**src/design/mfpc_pkg.sv**
```systemverilog
// Shared types and constants for the motor fader position controller.
package mfpc_pkg;

	localparam int POS_W      = 12;
	localparam int LEVEL_W    = 8;
	localparam int TIME_W     = 16;
	localparam int STATUS_W   = 3;
	localparam int OP_W       = 2;
	localparam int ADDR_W     = 3;
	localparam int NEAR_LIMIT = 30;
	localparam int NUM_W      = 20;

	localparam logic [OP_W-1:0] OP_START  = 2'd0;
	localparam logic [OP_W-1:0] OP_SAMPLE = 2'd1;
	localparam logic [OP_W-1:0] OP_TICK   = 2'd2;

	localparam logic [STATUS_W-1:0] ST_IDLE    = 3'd0;
	localparam logic [STATUS_W-1:0] ST_MOVING  = 3'd1;
	localparam logic [STATUS_W-1:0] ST_ARRIVED = 3'd2;
	localparam logic [STATUS_W-1:0] ST_TIMEOUT = 3'd3;
	localparam logic [STATUS_W-1:0] ST_RANGE   = 3'd4;

	localparam logic [ADDR_W-1:0] REG_DEAD_BAND  = 3'd0;
	localparam logic [ADDR_W-1:0] REG_SPEED_LO   = 3'd1;
	localparam logic [ADDR_W-1:0] REG_SPEED_HI   = 3'd2;
	localparam logic [ADDR_W-1:0] REG_NEAR_SPEED = 3'd3;
	localparam logic [ADDR_W-1:0] REG_TIMEOUT    = 3'd4;

	localparam logic [LEVEL_W-1:0] RST_DEAD_BAND  = 8'd2;
	localparam logic [LEVEL_W-1:0] RST_SPEED_LO   = 8'd150;
	localparam logic [LEVEL_W-1:0] RST_SPEED_HI   = 8'd255;
	localparam logic [LEVEL_W-1:0] RST_NEAR_SPEED = 8'd100;
	localparam logic [TIME_W-1:0]  RST_TIMEOUT    = 16'd10000;

	typedef struct packed {
		logic [LEVEL_W-1:0] dead_band;
		logic [LEVEL_W-1:0] speed_lo;
		logic [LEVEL_W-1:0] speed_hi;
		logic [LEVEL_W-1:0] near_speed;
		logic [TIME_W-1:0]  timeout_ms;
	} cfg_t;

	typedef struct packed {
		logic                on;
		logic                dir;
		logic                busy;
		logic [STATUS_W-1:0] status;
		logic                set_level;
		logic                near;
		logic [NUM_W-1:0]    far_num;
	} ctrl_t;

endpackage

```
**src/design/mfpc_if.sv**
```systemverilog
// Handshake channel interfaces for commands, results and register writes.
interface mfpc_cmd_if import mfpc_pkg::*; ();
	logic             valid;
	logic             ready;
	logic [OP_W-1:0]  op;
	logic [POS_W-1:0] target;
	logic [POS_W-1:0] position;

	modport source (output valid, output op, output target, output position, input ready);
	modport sink (input valid, input op, input target, input position, output ready);
endinterface

interface mfpc_res_if import mfpc_pkg::*; ();
	logic                valid;
	logic                ready;
	logic                pin_forward;
	logic                pin_reverse;
	logic [LEVEL_W-1:0]  speed;
	logic                busy_res;
	logic [STATUS_W-1:0] status;

	modport source (output valid, output pin_forward, output pin_reverse, output speed,
		output busy_res, output status, input ready);
	modport sink (input valid, input pin_forward, input pin_reverse, input speed,
		input busy_res, input status, output ready);
endinterface

interface mfpc_cfg_if import mfpc_pkg::*; ();
	logic              valid;
	logic              ready;
	logic [ADDR_W-1:0] addr;
	logic [TIME_W-1:0] data;

	modport source (output valid, output addr, output data, input ready);
	modport sink (input valid, input addr, input data, output ready);
endinterface

```
**src/design/mfpc_ctrl.sv**
```systemverilog
// Move state and per-word control decision of the fader controller.
module mfpc_ctrl import mfpc_pkg::*; #(
	parameter int ADC_BITS = 12
) (
	input  logic             clk,
	input  logic             arst_n,
	input  logic             update,
	input  logic [OP_W-1:0]  op,
	input  logic [POS_W-1:0] target,
	input  logic [POS_W-1:0] position,
	input  cfg_t             cfg,
	output ctrl_t            decision
);

	localparam int CMP_W = (ADC_BITS > POS_W) ? ADC_BITS : POS_W;
	localparam logic [CMP_W-1:0] ADC_MAX_V = CMP_W'((1 << ADC_BITS) - 1);

	logic              moving_q;
	logic              driven_q;
	logic              dir_q;
	logic [POS_W-1:0]  goal_q;
	logic [TIME_W-1:0] elapsed_q;

	logic              moving_d;
	logic              driven_d;
	logic              dir_d;
	logic [POS_W-1:0]  goal_d;
	logic [TIME_W-1:0] elapsed_d;

	logic              fwd;
	logic [POS_W-1:0]  gap;
	logic [POS_W-1:0]  far_dist;
	logic [LEVEL_W-1:0] span;
	logic              arrived;
	logic              timed_out;
	logic              at_end;

	always_comb begin
		fwd       = goal_q > position;
		gap       = fwd ? (goal_q - position) : (position - goal_q);
		far_dist  = gap - POS_W'(NEAR_LIMIT);
		span      = cfg.speed_hi - cfg.speed_lo;
		arrived   = gap <= POS_W'(cfg.dead_band);
		timed_out = elapsed_q > cfg.timeout_ms;
		at_end    = (!fwd && (position == '0)) || (fwd && (CMP_W'(position) >= ADC_MAX_V));
	end

	always_comb begin
		moving_d  = moving_q;
		driven_d  = driven_q;
		dir_d     = dir_q;
		goal_d    = goal_q;
		elapsed_d = elapsed_q;

		decision.on        = driven_q && moving_q;
		decision.dir       = dir_q;
		decision.busy      = moving_q;
		decision.status    = moving_q ? ST_MOVING : ST_IDLE;
		decision.set_level = 1'b0;
		decision.near      = gap < POS_W'(NEAR_LIMIT);
		decision.far_num   = NUM_W'(far_dist) * NUM_W'(span);

		case (op)
			OP_START: begin
				moving_d        = 1'b1;
				driven_d        = 1'b0;
				dir_d           = 1'b0;
				goal_d          = target;
				elapsed_d       = '0;
				decision.on     = 1'b0;
				decision.dir    = 1'b0;
				decision.busy   = 1'b1;
				decision.status = ST_MOVING;
			end
			OP_SAMPLE: begin
				if (moving_q) begin
					if (arrived || timed_out || at_end) begin
						moving_d        = 1'b0;
						driven_d        = 1'b0;
						dir_d           = 1'b0;
						decision.on     = 1'b0;
						decision.dir    = 1'b0;
						decision.busy   = 1'b0;
						if (arrived) begin
							decision.status = ST_ARRIVED;
						end else if (timed_out) begin
							decision.status = ST_TIMEOUT;
						end else begin
							decision.status = ST_RANGE;
						end
					end else begin
						driven_d           = 1'b1;
						dir_d              = fwd;
						decision.on        = 1'b1;
						decision.dir       = fwd;
						decision.set_level = 1'b1;
					end
				end
			end
			OP_TICK: begin
				if (elapsed_q != '1) begin
					elapsed_d = elapsed_q + 1'b1;
				end
			end
			default: begin
			end
		endcase
	end

	always_ff @(posedge clk or negedge arst_n) begin
		if (!arst_n) begin
			moving_q  <= 1'b0;
			driven_q  <= 1'b0;
			dir_q     <= 1'b0;
			goal_q    <= '0;
			elapsed_q <= '0;
		end else if (update) begin
			moving_q  <= moving_d;
			driven_q  <= driven_d;
			dir_q     <= dir_d;
			goal_q    <= goal_d;
			elapsed_q <= elapsed_d;
		end
	end

endmodule

```
**src/design/motor_fader_position_controller_top.sv**
```systemverilog
// Top level of the motor fader position controller with its speed mapping pipeline.
// A command word passes the input, decision, multiply and output registers to its result.
// Throughput: one word per cycle unless stalled; a stage holds only while the next stalls.
// The speed map divides by a constant through a registered reciprocal multiply.
// Reset clears the move state, the pipeline valid bits and loads the register defaults.
// Register writes are taken in every cycle; the write port never stalls.
module motor_fader_position_controller_top import mfpc_pkg::*; #(
	parameter int ADC_BITS = 12
) (
	input logic        clk,
	input logic        arst_n,
	mfpc_cmd_if.sink   cmd,
	mfpc_res_if.source res,
	mfpc_cfg_if.sink   cfg
);

	localparam int ADC_MAX_I = (1 << ADC_BITS) - 1;
	localparam int DIVISOR   = ADC_MAX_I - NEAR_LIMIT;
	localparam int LOG_D     = $clog2(DIVISOR);
	localparam int SHIFT     = NUM_W + LOG_D;
	localparam longint RECIP = ((longint'(1) << SHIFT) + longint'(DIVISOR) - 1)
		/ longint'(DIVISOR);
	localparam int REC_W     = NUM_W + 1;
	localparam int PROD_W    = NUM_W + REC_W;
	localparam int QW        = PROD_W - SHIFT;
	localparam int SUM_W     = ((QW > LEVEL_W) ? QW : LEVEL_W) + 1;
	localparam logic [REC_W-1:0] RECIP_V = REC_W'(RECIP);

	cfg_t cfg_q;

	logic             v1_q;
	logic [OP_W-1:0]  op_s1;
	logic [POS_W-1:0] target_s1;
	logic [POS_W-1:0] position_s1;

	logic  v2_q;
	ctrl_t ctrl_s2;
	logic  v3_q;
	ctrl_t ctrl_s3;
	logic [PROD_W-1:0] prod_s3;

	logic               vo_q;
	logic               pin_fwd_q;
	logic               pin_rev_q;
	logic [LEVEL_W-1:0] speed_q;
	logic               busy_q;
	logic [STATUS_W-1:0] status_q;
	logic [LEVEL_W-1:0] last_level_q;

	logic  rdy1;
	logic  rdy2;
	logic  rdy3;
	logic  rdy4;
	ctrl_t decision;

	logic [QW-1:0]      quot;
	logic [SUM_W-1:0]   far_sum;
	logic [LEVEL_W-1:0] far_level;
	logic [LEVEL_W-1:0] level_c;

	assign rdy4      = !vo_q || res.ready;
	assign rdy3      = !v3_q || rdy4;
	assign rdy2      = !v2_q || rdy3;
	assign rdy1      = !v1_q || rdy2;
	assign cmd.ready = rdy1;
	assign cfg.ready = 1'b1;

	always_ff @(posedge clk or negedge arst_n) begin
		if (!arst_n) begin
			cfg_q.dead_band  <= RST_DEAD_BAND;
			cfg_q.speed_lo   <= RST_SPEED_LO;
			cfg_q.speed_hi   <= RST_SPEED_HI;
			cfg_q.near_speed <= RST_NEAR_SPEED;
			cfg_q.timeout_ms <= RST_TIMEOUT;
		end else if (cfg.valid) begin
			case (cfg.addr)
				REG_DEAD_BAND:  cfg_q.dead_band  <= cfg.data[LEVEL_W-1:0];
				REG_SPEED_LO:   cfg_q.speed_lo   <= cfg.data[LEVEL_W-1:0];
				REG_SPEED_HI:   cfg_q.speed_hi   <= cfg.data[LEVEL_W-1:0];
				REG_NEAR_SPEED: cfg_q.near_speed <= cfg.data[LEVEL_W-1:0];
				REG_TIMEOUT:    cfg_q.timeout_ms <= cfg.data;
				default: begin
				end
			endcase
		end
	end

	mfpc_ctrl #(
		.ADC_BITS (ADC_BITS)
	) u_ctrl (
		.clk      (clk),
		.arst_n   (arst_n),
		.update   (v1_q && rdy2),
		.op       (op_s1),
		.target   (target_s1),
		.position (position_s1),
		.cfg      (cfg_q),
		.decision (decision)
	);

	always_comb begin
		quot    = prod_s3[PROD_W-1:SHIFT];
		far_sum = SUM_W'(cfg_q.speed_lo) + SUM_W'(quot);
		if (cfg_q.speed_hi <= cfg_q.speed_lo) begin
			far_level = cfg_q.speed_lo;
		end else if (far_sum > SUM_W'(8'hFF)) begin
			far_level = '1;
		end else begin
			far_level = far_sum[LEVEL_W-1:0];
		end
		level_c = ctrl_s3.near ? cfg_q.near_speed : far_level;
	end

	always_ff @(posedge clk or negedge arst_n) begin
		if (!arst_n) begin
			v1_q <= 1'b0;
			v2_q <= 1'b0;
			v3_q <= 1'b0;
			vo_q <= 1'b0;
		end else begin
			if (rdy1) begin
				v1_q <= cmd.valid;
			end
			if (rdy2) begin
				v2_q <= v1_q;
			end
			if (rdy3) begin
				v3_q <= v2_q;
			end
			if (rdy4) begin
				vo_q <= v3_q;
			end
		end
	end

	always_ff @(posedge clk) begin
		if (rdy1) begin
			op_s1       <= cmd.op;
			target_s1   <= cmd.target;
			position_s1 <= cmd.position;
		end
		if (rdy2) begin
			ctrl_s2 <= decision;
		end
		if (rdy3) begin
			ctrl_s3 <= ctrl_s2;
			prod_s3 <= PROD_W'(ctrl_s2.far_num) * PROD_W'(RECIP_V);
		end
		if (rdy4) begin
			pin_fwd_q <= ctrl_s3.on && !ctrl_s3.dir;
			pin_rev_q <= ctrl_s3.on && ctrl_s3.dir;
			busy_q    <= ctrl_s3.busy;
			status_q  <= ctrl_s3.status;
			if (!ctrl_s3.on) begin
				speed_q <= '0;
			end else if (ctrl_s3.set_level) begin
				speed_q <= level_c;
			end else begin
				speed_q <= last_level_q;
			end
		end
	end

	always_ff @(posedge clk or negedge arst_n) begin
		if (!arst_n) begin
			last_level_q <= '0;
		end else if (v3_q && rdy4 && ctrl_s3.set_level) begin
			last_level_q <= level_c;
		end
	end

	assign res.valid       = vo_q;
	assign res.pin_forward = pin_fwd_q;
	assign res.pin_reverse = pin_rev_q;
	assign res.speed       = speed_q;
	assign res.busy_res    = busy_q;
	assign res.status      = status_q;

	a_pins_exclusive: assert property (@(posedge clk) disable iff (!arst_n)
		res.valid |-> !(res.pin_forward && res.pin_reverse))
		else $error("Both drive pins active in one result word.");

	a_drive_implies_moving: assert property (@(posedge clk) disable iff (!arst_n)
		res.valid && (res.pin_forward || res.pin_reverse) |-> res.busy_res
		&& (res.status == ST_MOVING))
		else $error("Drive pins active without a move in progress.");

	a_stop_drives_nothing: assert property (@(posedge clk) disable iff (!arst_n)
		res.valid && ((res.status == ST_ARRIVED) || (res.status == ST_TIMEOUT)
		|| (res.status == ST_RANGE)) |-> !res.busy_res && (res.speed == '0))
		else $error("Stopped move still reports drive or busy.");

	a_accept_fills_stage: assert property (@(posedge clk) disable iff (!arst_n)
		cmd.valid && cmd.ready |=> v1_q)
		else $error("Accepted command word missing from the input stage.");

endmodule
```
**src/flat_wrapper.sv**
```systemverilog
// flat-port wrapper written by rule: the top's interface ports become plain ports
module motor_fader_position_controller_top_flat import mfpc_pkg::*;
#(
	parameter int ADC_BITS = 12
)
  (clk, arst_n, cmd_valid, cmd_op, cmd_target, cmd_position, cmd_ready, res_valid, res_pin_forward, res_pin_reverse, res_speed, res_busy_res, res_status, res_ready, cfg_valid, cfg_addr, cfg_data, cfg_ready);
  mfpc_cmd_if cmd_i ();
  mfpc_res_if res_i ();
  mfpc_cfg_if cfg_i ();
  input logic clk;
  input logic arst_n;
  input wire logic [$bits(cmd_i.valid)-1:0] cmd_valid;
  input wire logic [$bits(cmd_i.op)-1:0] cmd_op;
  input wire logic [$bits(cmd_i.target)-1:0] cmd_target;
  input wire logic [$bits(cmd_i.position)-1:0] cmd_position;
  output wire logic [$bits(cmd_i.ready)-1:0] cmd_ready;
  output wire logic [$bits(res_i.valid)-1:0] res_valid;
  output wire logic [$bits(res_i.pin_forward)-1:0] res_pin_forward;
  output wire logic [$bits(res_i.pin_reverse)-1:0] res_pin_reverse;
  output wire logic [$bits(res_i.speed)-1:0] res_speed;
  output wire logic [$bits(res_i.busy_res)-1:0] res_busy_res;
  output wire logic [$bits(res_i.status)-1:0] res_status;
  input wire logic [$bits(res_i.ready)-1:0] res_ready;
  input wire logic [$bits(cfg_i.valid)-1:0] cfg_valid;
  input wire logic [$bits(cfg_i.addr)-1:0] cfg_addr;
  input wire logic [$bits(cfg_i.data)-1:0] cfg_data;
  output wire logic [$bits(cfg_i.ready)-1:0] cfg_ready;
  assign cmd_i.valid = cmd_valid;
  assign cmd_i.op = cmd_op;
  assign cmd_i.target = cmd_target;
  assign cmd_i.position = cmd_position;
  assign cmd_ready = cmd_i.ready;
  assign res_valid = res_i.valid;
  assign res_pin_forward = res_i.pin_forward;
  assign res_pin_reverse = res_i.pin_reverse;
  assign res_speed = res_i.speed;
  assign res_busy_res = res_i.busy_res;
  assign res_status = res_i.status;
  assign res_i.ready = res_ready;
  assign cfg_i.valid = cfg_valid;
  assign cfg_i.addr = cfg_addr;
  assign cfg_i.data = cfg_data;
  assign cfg_ready = cfg_i.ready;
  motor_fader_position_controller_top #(.ADC_BITS(ADC_BITS)) u_core (.clk(clk), .arst_n(arst_n), .cmd(cmd_i), .res(res_i), .cfg(cfg_i));
endmodule
```
**config.mk**
```make
export PLATFORM = sky130hd
export DESIGN_NAME = motor_fader_position_controller_top_flat
export DESIGN_NICKNAME = d
export VERILOG_FILES = /design/src/design/mfpc_pkg.sv /design/src/design/mfpc_if.sv /design/src/design/mfpc_ctrl.sv /design/src/design/motor_fader_position_controller_top.sv /design/src/flat_wrapper.sv
export SDC_FILE = /design/constraint.sdc
export NUM_CORES = 1
export LEC_CHECK = 0
export BUFFER_PORTS_ARGS = -buffer_cell sky130_fd_sc_hd__buf_2
export CELL_PAD_IN_SITES_DETAIL_PLACEMENT = 0
export CELL_PAD_IN_SITES_GLOBAL_PLACEMENT = 1
export CORE_MARGIN = 2
export CORE_UTILIZATION = 45
export DETAILED_ROUTE_END_ITERATION = 16
export PLACE_DENSITY = 0.73
export REMOVE_ABC_BUFFERS = 1
export SYNTH_ARGS = -nofsm -noshare
export SYNTH_HDL_FRONTEND = slang
export SYNTH_SLANG_ARGS = --single-unit
```
**constraint.sdc**
```tcl
create_clock -name clk -period 7.8 [get_ports clk]
set_input_delay 0.78 -clock clk [delete_from_list [all_inputs] [get_ports clk]]
set_output_delay 0.78 -clock clk [all_outputs]
set_load 0.02 [all_outputs]
```
# Word level (Yosys, flattened, before mapping)
# Index checks and enable logic that the tools add are counted.
# W data, S select, Z words.
word_totals:
  ff_bits: 208
  output_inout_bits: 17
  in_bits: 50
  wordCells: 119
op_classes:
  n_reduce_logical: 36
  magnitude_cmp: 7
  add_sub_neg: 6
  muxes: 22
  n_eq_ne: 9
  mul: 2
op_table:
  columns: ["operator", "n"]
  rows:
  - ["$mul A20 B21 Y41 const B", 1]
  - ["$mux W8", 4]
  - ["$pmux W16 S2", 1]
  - ["$sub A12 B12 Y12", 2]
  - ["$mul A12 B8 Y20", 1]
  - ["$add A16 B1 Y16 const B", 1]
  - ["$gt A16 B16 Y1", 1]
  - ["$mux W16", 1]
  - ["$ne A16 B16 Y1 const B", 1]
  - ["$reduce_and A2 Y1", 8]
  - ["$ge A12 B12 Y1 const B", 1]
  - ["$gt A12 B12 Y1", 1]
  - ["$le A12 B8 Y1", 1]
  - ["$logic_not A12 Y1", 1]
  - ["$lt A12 B5 Y1 const B", 1]
  - ["$mux W12", 1]
  - ["$pmux W6 S2", 1]
  - ["$sub A12 B5 Y12 const B", 1]
  - ["$add A8 B9 Y10", 1]
  - ["$gt A10 B8 Y1 const B", 1]
  - ["$le A8 B8 Y1", 1]
  - ["$logic_and A1 B1 Y1", 8]
  - ["$sub A8 B8 Y8", 1]
  - ["$logic_or A1 B1 Y1", 7]
  - ["other kinds (17)", 34]

# Logic depth before layout (Yosys ltp)
logic_depth:
  word_depth: 8
  ltp_mapped: 31
  depth_no_buf: 31

# Modules after synthesis
# Synthesis repeated with hierarchy kept, for this count alone.
hier_totals:
  hier_cells: 1901
  area_unflattened_um2: 19179.6
modules_own_cells:
  columns: ["module", "area_per_inst_um2", "n_inst", "cells_each", "seq_area_each_um2"]
  rows:
  - ["motor_fader_position_controller_top", 12274.3, 1, 1041, 4080.2]
  - ["mfpc_ctrl", 6905.4, 1, 860, 775.7]

# Worst setup path after synthesis
# No wires, ideal clock.
synth_path:
  kind: "register to register"
  startpoint: "register u_core.u_ctrl.goal_q[0]"
  endpoint: "register u_core.ctrl_s2[19] (netlist name) (data pin)"
  period_less_slack_ns: 7.437
  setup_time_ns: 0.261
  required_ns: 7.539
  n_path_buf: 1
  arrival_ns: 7.176
  setup_slack_ns: 0.363
  path_stages_with_launch: 31
  path_cell_list: "dfrtp_1 > inv_1 > ha_1 > inv_1 > fa_1 > a211oi_1 > o211a_1 > nor3_1 > nor2_1 > mux2i_1 > xnor2_1 > ha_1 > inv_1 > a221o_1 > and3_1 > clkbuf_1 > or3_1 > fa_1 > inv_1 > fa_1 > fa_1 > inv_1 > fa_1 > inv_1 > ha_1 > nor2_1 > a2111oi_0 > nor3_1 > or3_1 > a21oi_1 > nor3b_1"
synth_rtl:
  columns: ["item", "line_no", "rtl"]
  rows:
  - ["from (decl)", "mfpc_ctrl.sv:21", "logic [POS_W-1:0] goal_q;"]
  - ["from (signal assigned)", "mfpc_ctrl.sv:121", "goal_q <= goal_d;"]
  - ["to (signal assigned)", "motor_fader_position_controller_top.sv:143", "ctrl_s2 <= decision;"]
  - ["to (decl)", "motor_fader_position_controller_top.sv:37", "ctrl_t ctrl_s2;"]

==> run summary <==
DRT
--------------------------------------------------------------------------------------------
Number of vias per cell after detailed routing ................................         5.25
Average wire length per cell after detail routing .............................      16.8 um
Number of search-and-repair iterations in the first detailed-routing pass .....            5
Initial detailed-routing violation count ......................................          717
Total via count in the routed design ..........................................       13,400
Routed Wire Length ............................................................    42,900 um
Count of unresolved DRC violations after routing ..............................            0
Number of nets with antenna violations after detailed routing .................            0

LAYOUT
--------------------------------------------------------------------------------------------
Fraction of layout cells with a size suffix above 1 ...........................        0.110
Leading cell type in the layout, fill and taps excluded ....................... sky130_fd_sc_hd__inv_1
N_diodes ......................................................................            0
Leading cell types in the layout, fill and taps excluded ...................... sky130_fd_sc_hd__inv_1 (344), sky130_fd_sc_hd__ha_1 (276), sky130_fd_sc_hd__fa_1 (185)
Area growth from synthesis to layout ..........................................        9.52%
Number of nets at the end of the flow .........................................        2,516

GLOBAL ROUTE
--------------------------------------------------------------------------------------------
First-pass GRT wire length ....................................................    71,200 um
Grt ovf .......................................................................            0
Antenna violations before repair ..............................................            0
Total routing usage reported by global routing ................................        0.206
Maximum number of pins on one net before global-route repair ..................           77
Via count of the first global-routing pass ....................................       14,100

SETUP PATH
--------------------------------------------------------------------------------------------
CP most frequent cell ......................................................... sky130_fd_sc_hd__inv_1
Register-to-Register Setup Slack ..............................................      0.36 ns
Critical Path Start Type ......................................................    flip-flop
Endpoint of the worst-slack reg-to-reg timing path ............................ u_core.ctrl_s2[19]
Buffers and inverters on the worst path .......................................            7
Levels on crit path ...........................................................           30
Launching point of the worst reg2reg path ..................................... u_core.u_ctrl.goal_q[0]
Worst Path Max Fanout .........................................................            8
Largest incremental delay on the critical path ................................      0.54 ns
Crit Path Class ............................................................... flip-flop to flip-flop
Critical path capture point ................................................... u_core.ctrl_s2[19]
Worst EP required .............................................................      8.02 ns
Kind of end point of the critical path ........................................    flip-flop
Worst setup path startpoint ................................................... u_core.u_ctrl.goal_q[0]
Critical-path top delay cell .................................................. sky130_fd_sc_hd__fa_1
Reg2Reg Depth .................................................................           30
Critical path arrival .........................................................      7.65 ns
Dominant delay contributor by cell family on the critical path ................  adder cells

TIMING
--------------------------------------------------------------------------------------------
Setup violation total in the final timing report ..............................            0
Worst rel slew slack ..........................................................        0.338
Post-route minimum period .....................................................      7.44 ns
Max-slew violation count ......................................................            0
Worst-margin pin slew .........................................................     0.992 ns
Clock skew ....................................................................    0.0175 ns
Summed negative setup slack over all endpoints ................................         0 ns
Hold Vio Cnt, Final ...........................................................            0
Max frequency .................................................................    0.134 GHz
Final critical-path share of the clock period .................................        0.953

OUTCOME
--------------------------------------------------------------------------------------------
Status ........................................................................ finished clean

LOGIC SYNTHESIS
--------------------------------------------------------------------------------------------
Number of instances in the synthesized netlist ................................        1,915
Post-synth EDFFs ..............................................................           85
Adder-Cell Fraction of Synth Area .............................................        0.384
Library cells used by synthesis ...............................................           77
Post-synthesis instance area ..................................................  18,900 um^2
Average cell area after synthesis .............................................    9.85 um^2
Total number of yosys warnings ................................................            0
Fraction of the mapped netlist area in compound gates .........................        0.104
Portion of the post-synthesis area used by sequential elements ................        0.257
Synth Area in XOR/XNOR ........................................................       0.0251
Basic-gate share of the synthesized area counting and, or, nand and nor cells .        0.125
Dominant combinational cell family by area after synthesis ....................  adder cells
Synth async-reset ratio .......................................................        0.517
Share of synthesized area spent on multiplexers ...............................       0.0262
Prevailing post-synth register cell ........................................... sky130_fd_sc_hd__edfxtp_1
Flip-flop and latch count after synthesis .....................................          176

FLOORPLANNING
--------------------------------------------------------------------------------------------
Ports .........................................................................           67
Starting density of the core ..................................................        0.453
DIE WIDTH .....................................................................       209 um
Area enclosed by the die boundary .............................................  43,600 um^2
Core region area ..............................................................  41,700 um^2
# rows ........................................................................           75
Die Ht ........................................................................       209 um

JOB
--------------------------------------------------------------------------------------------
Number of maximum-capacitance violations ......................................            0

CLOCKING
--------------------------------------------------------------------------------------------
Clock-pin slew on the worst setup and hold paths ..............................      0.08 ns
Clock insertion delay at the later pin of the skew report .....................      0.46 ns
Maximum buffer depth of the clock tree ........................................            2
Number of levels in the clock H-tree ..........................................            4
Clock root buffer ............................................................. sky130_fd_sc_hd__clkbuf_16
CTS tree ......................................................................         done
TritonCTS Buffers .............................................................           17
Clock Sinks ...................................................................          176

PLACEMENT
--------------------------------------------------------------------------------------------
Final GP Congestion ...........................................................        0.904
HPWL reported at the end of detailed placement ................................    35,000 um
Number of I/O port buffers ....................................................           65

HOLD PATH
--------------------------------------------------------------------------------------------
Type of the worst min-delay path .............................................. input port to asynchronous set/reset pin

## synthesized netlist by cell type, types with 5 or more instances
cell	n	area [um^2]
sky130_fd_sc_hd__o21ai_0	96	480
sky130_fd_sc_hd__o211ai_1	8	60.1
sky130_fd_sc_hd__ha_1	282	3530
sky130_fd_sc_hd__nor2_1	130	488
sky130_fd_sc_hd__a31oi_1	16	100
sky130_fd_sc_hd__edfxtp_1	85	2550
sky130_fd_sc_hd__dfrtp_1	70	1750
sky130_fd_sc_hd__clkbuf_1	23	86.3
sky130_fd_sc_hd__a21oi_1	72	360
sky130_fd_sc_hd__nor3_1	45	225
sky130_fd_sc_hd__a211oi_1	8	60.1
sky130_fd_sc_hd__o21a_1	16	120
sky130_fd_sc_hd__nor4_1	6	37.5
sky130_fd_sc_hd__dfstp_2	21	552
sky130_fd_sc_hd__and2_1	11	68.8
sky130_fd_sc_hd__nand4_1	23	144
sky130_fd_sc_hd__nor2b_1	16	100
sky130_fd_sc_hd__and4_1	5	43.8
sky130_fd_sc_hd__or3_1	15	93.8
sky130_fd_sc_hd__nand2_1	134	503
sky130_fd_sc_hd__inv_1	344	1290
sky130_fd_sc_hd__or2_2	9	56.3
sky130_fd_sc_hd__mux2_2	19	214
sky130_fd_sc_hd__buf_2	8	40.0
sky130_fd_sc_hd__nand2b_1	15	93.8
sky130_fd_sc_hd__xnor2_1	35	307
sky130_fd_sc_hd__nand3_1	34	170
sky130_fd_sc_hd__o221ai_1	8	70.1
sky130_fd_sc_hd__a21o_1	27	203
sky130_fd_sc_hd__fa_1	186	3720
sky130_fd_sc_hd__xor2_1	19	166
sky130_fd_sc_hd__mux2i_1	25	250
sky130_fd_sc_hd__and3_1	15	93.8
## layer usage
layer,up-vias,part of all wire,track usage
li1,6622,-,-
met1,6504,0.45,0.265
met2,212,0.50,0.365
met3,54,0.032,0.0265
met4,0,0.020,0.0564
met5,-,0,0
## timing repair
item	in CTS	in global routing
gates resized for setup	0	25
hold buffers	0	0
endpoints found under the setup margin	0	5
setup buffers	0	2
endpoints found under the hold margin	0	0
## worst register-to-register path: cells and delay by family (launching register included)
kind / cells / cell delay [ns]
adders and majority gates: 8 / 3.17
and+or+nand+nor: 8 / 1.45
AOI/OAI and AO/OA: 5 / 1.24
buffers and inverters: 7 / 0.53
DFF: 1 / 0.39
muxes: 1 / 0.24
xor gates and xnor gates: 1 / 0.19
## flip-flops by register name (all words and copies together) (netlist names), 2 cells and up
register,cells
u_core.cfg_q,48
u_core.ctrl_s2,28
u_core.ctrl_s3,8
u_core.last_level_q,8
u_core.op_s1,2
u_core.position_s1,12
u_core.prod_s3,9
u_core.res.speed,8
u_core.res.status,3
u_core.target_s1,12
u_core.u_ctrl.elapsed_q,16
u_core.u_ctrl.goal_q,12
## worst min-delay path by stage
| stage | startpoint | end | slack [ns] | depth (start not counted) |
|---|---|---|---|---|
| floorplan | u_core.ctrl_s2[20] | u_core.ctrl_s3[20] | 0.40 | 0 |
| global placement | u_core.ctrl_s2[20] | u_core.ctrl_s3[20] | 0.41 | 0 |
| detailed placement | u_core.ctrl_s2[20] | u_core.ctrl_s3[20] | 0.41 | 0 |
| CTS | arst_n | u_core.last_level_q[4] | 0.16 | 1 |
| global route | arst_n | u_core.last_level_q[4] | 0.16 | 1 |
| finish | arst_n | u_core.last_level_q[3] | 0.17 | 1 |
## metrics by stage
stage                     worst slack [ns]  hold slack (ns)  utilization  instances  cell area [um^2]
after floorplan                     -0.116            0.400            -       1877             18700
after global placement               0.168            0.407        0.479       2516             20000
after detailed placement            0.0485            0.408        0.479       2516             20000
after CTS                           0.0155            0.162        0.493       2548             20600
after global routing               -0.0340            0.165        0.496       2550             20700
final                                0.363            0.173        0.496       2550             20700
## cells by family (layout without fill, tap and decap cells)
| kind of cell | count (synthesis) | count (layout) |
|---|---|---|
| simple gates | 480 | 480 |
| fa+ha+maj | 468 | 468 |
| buf+inv | 382 | 478 |
| compound gates | 308 | 308 |
| flops | 176 | 176 |
| xor+xnor | 54 | 54 |
| mux | 46 | 46 |
| other cells | 1 | 1 |
## cell type report
cell class                      instances  area (um^2)
Tap cell                              539          674
Clock inverter                         15          166
Clock buffer                           17          425
Timing Repair Buffer                  102          606
Fill cell                            3893        21000
Multi-Input combinational cell       1357        12600
Sequential cell                       176         4860
Inverter                              344         1290
Power is left out: the tool's default activity adds up to more than one toggle a clock period on the data nets, which glitch-free logic cannot reach.
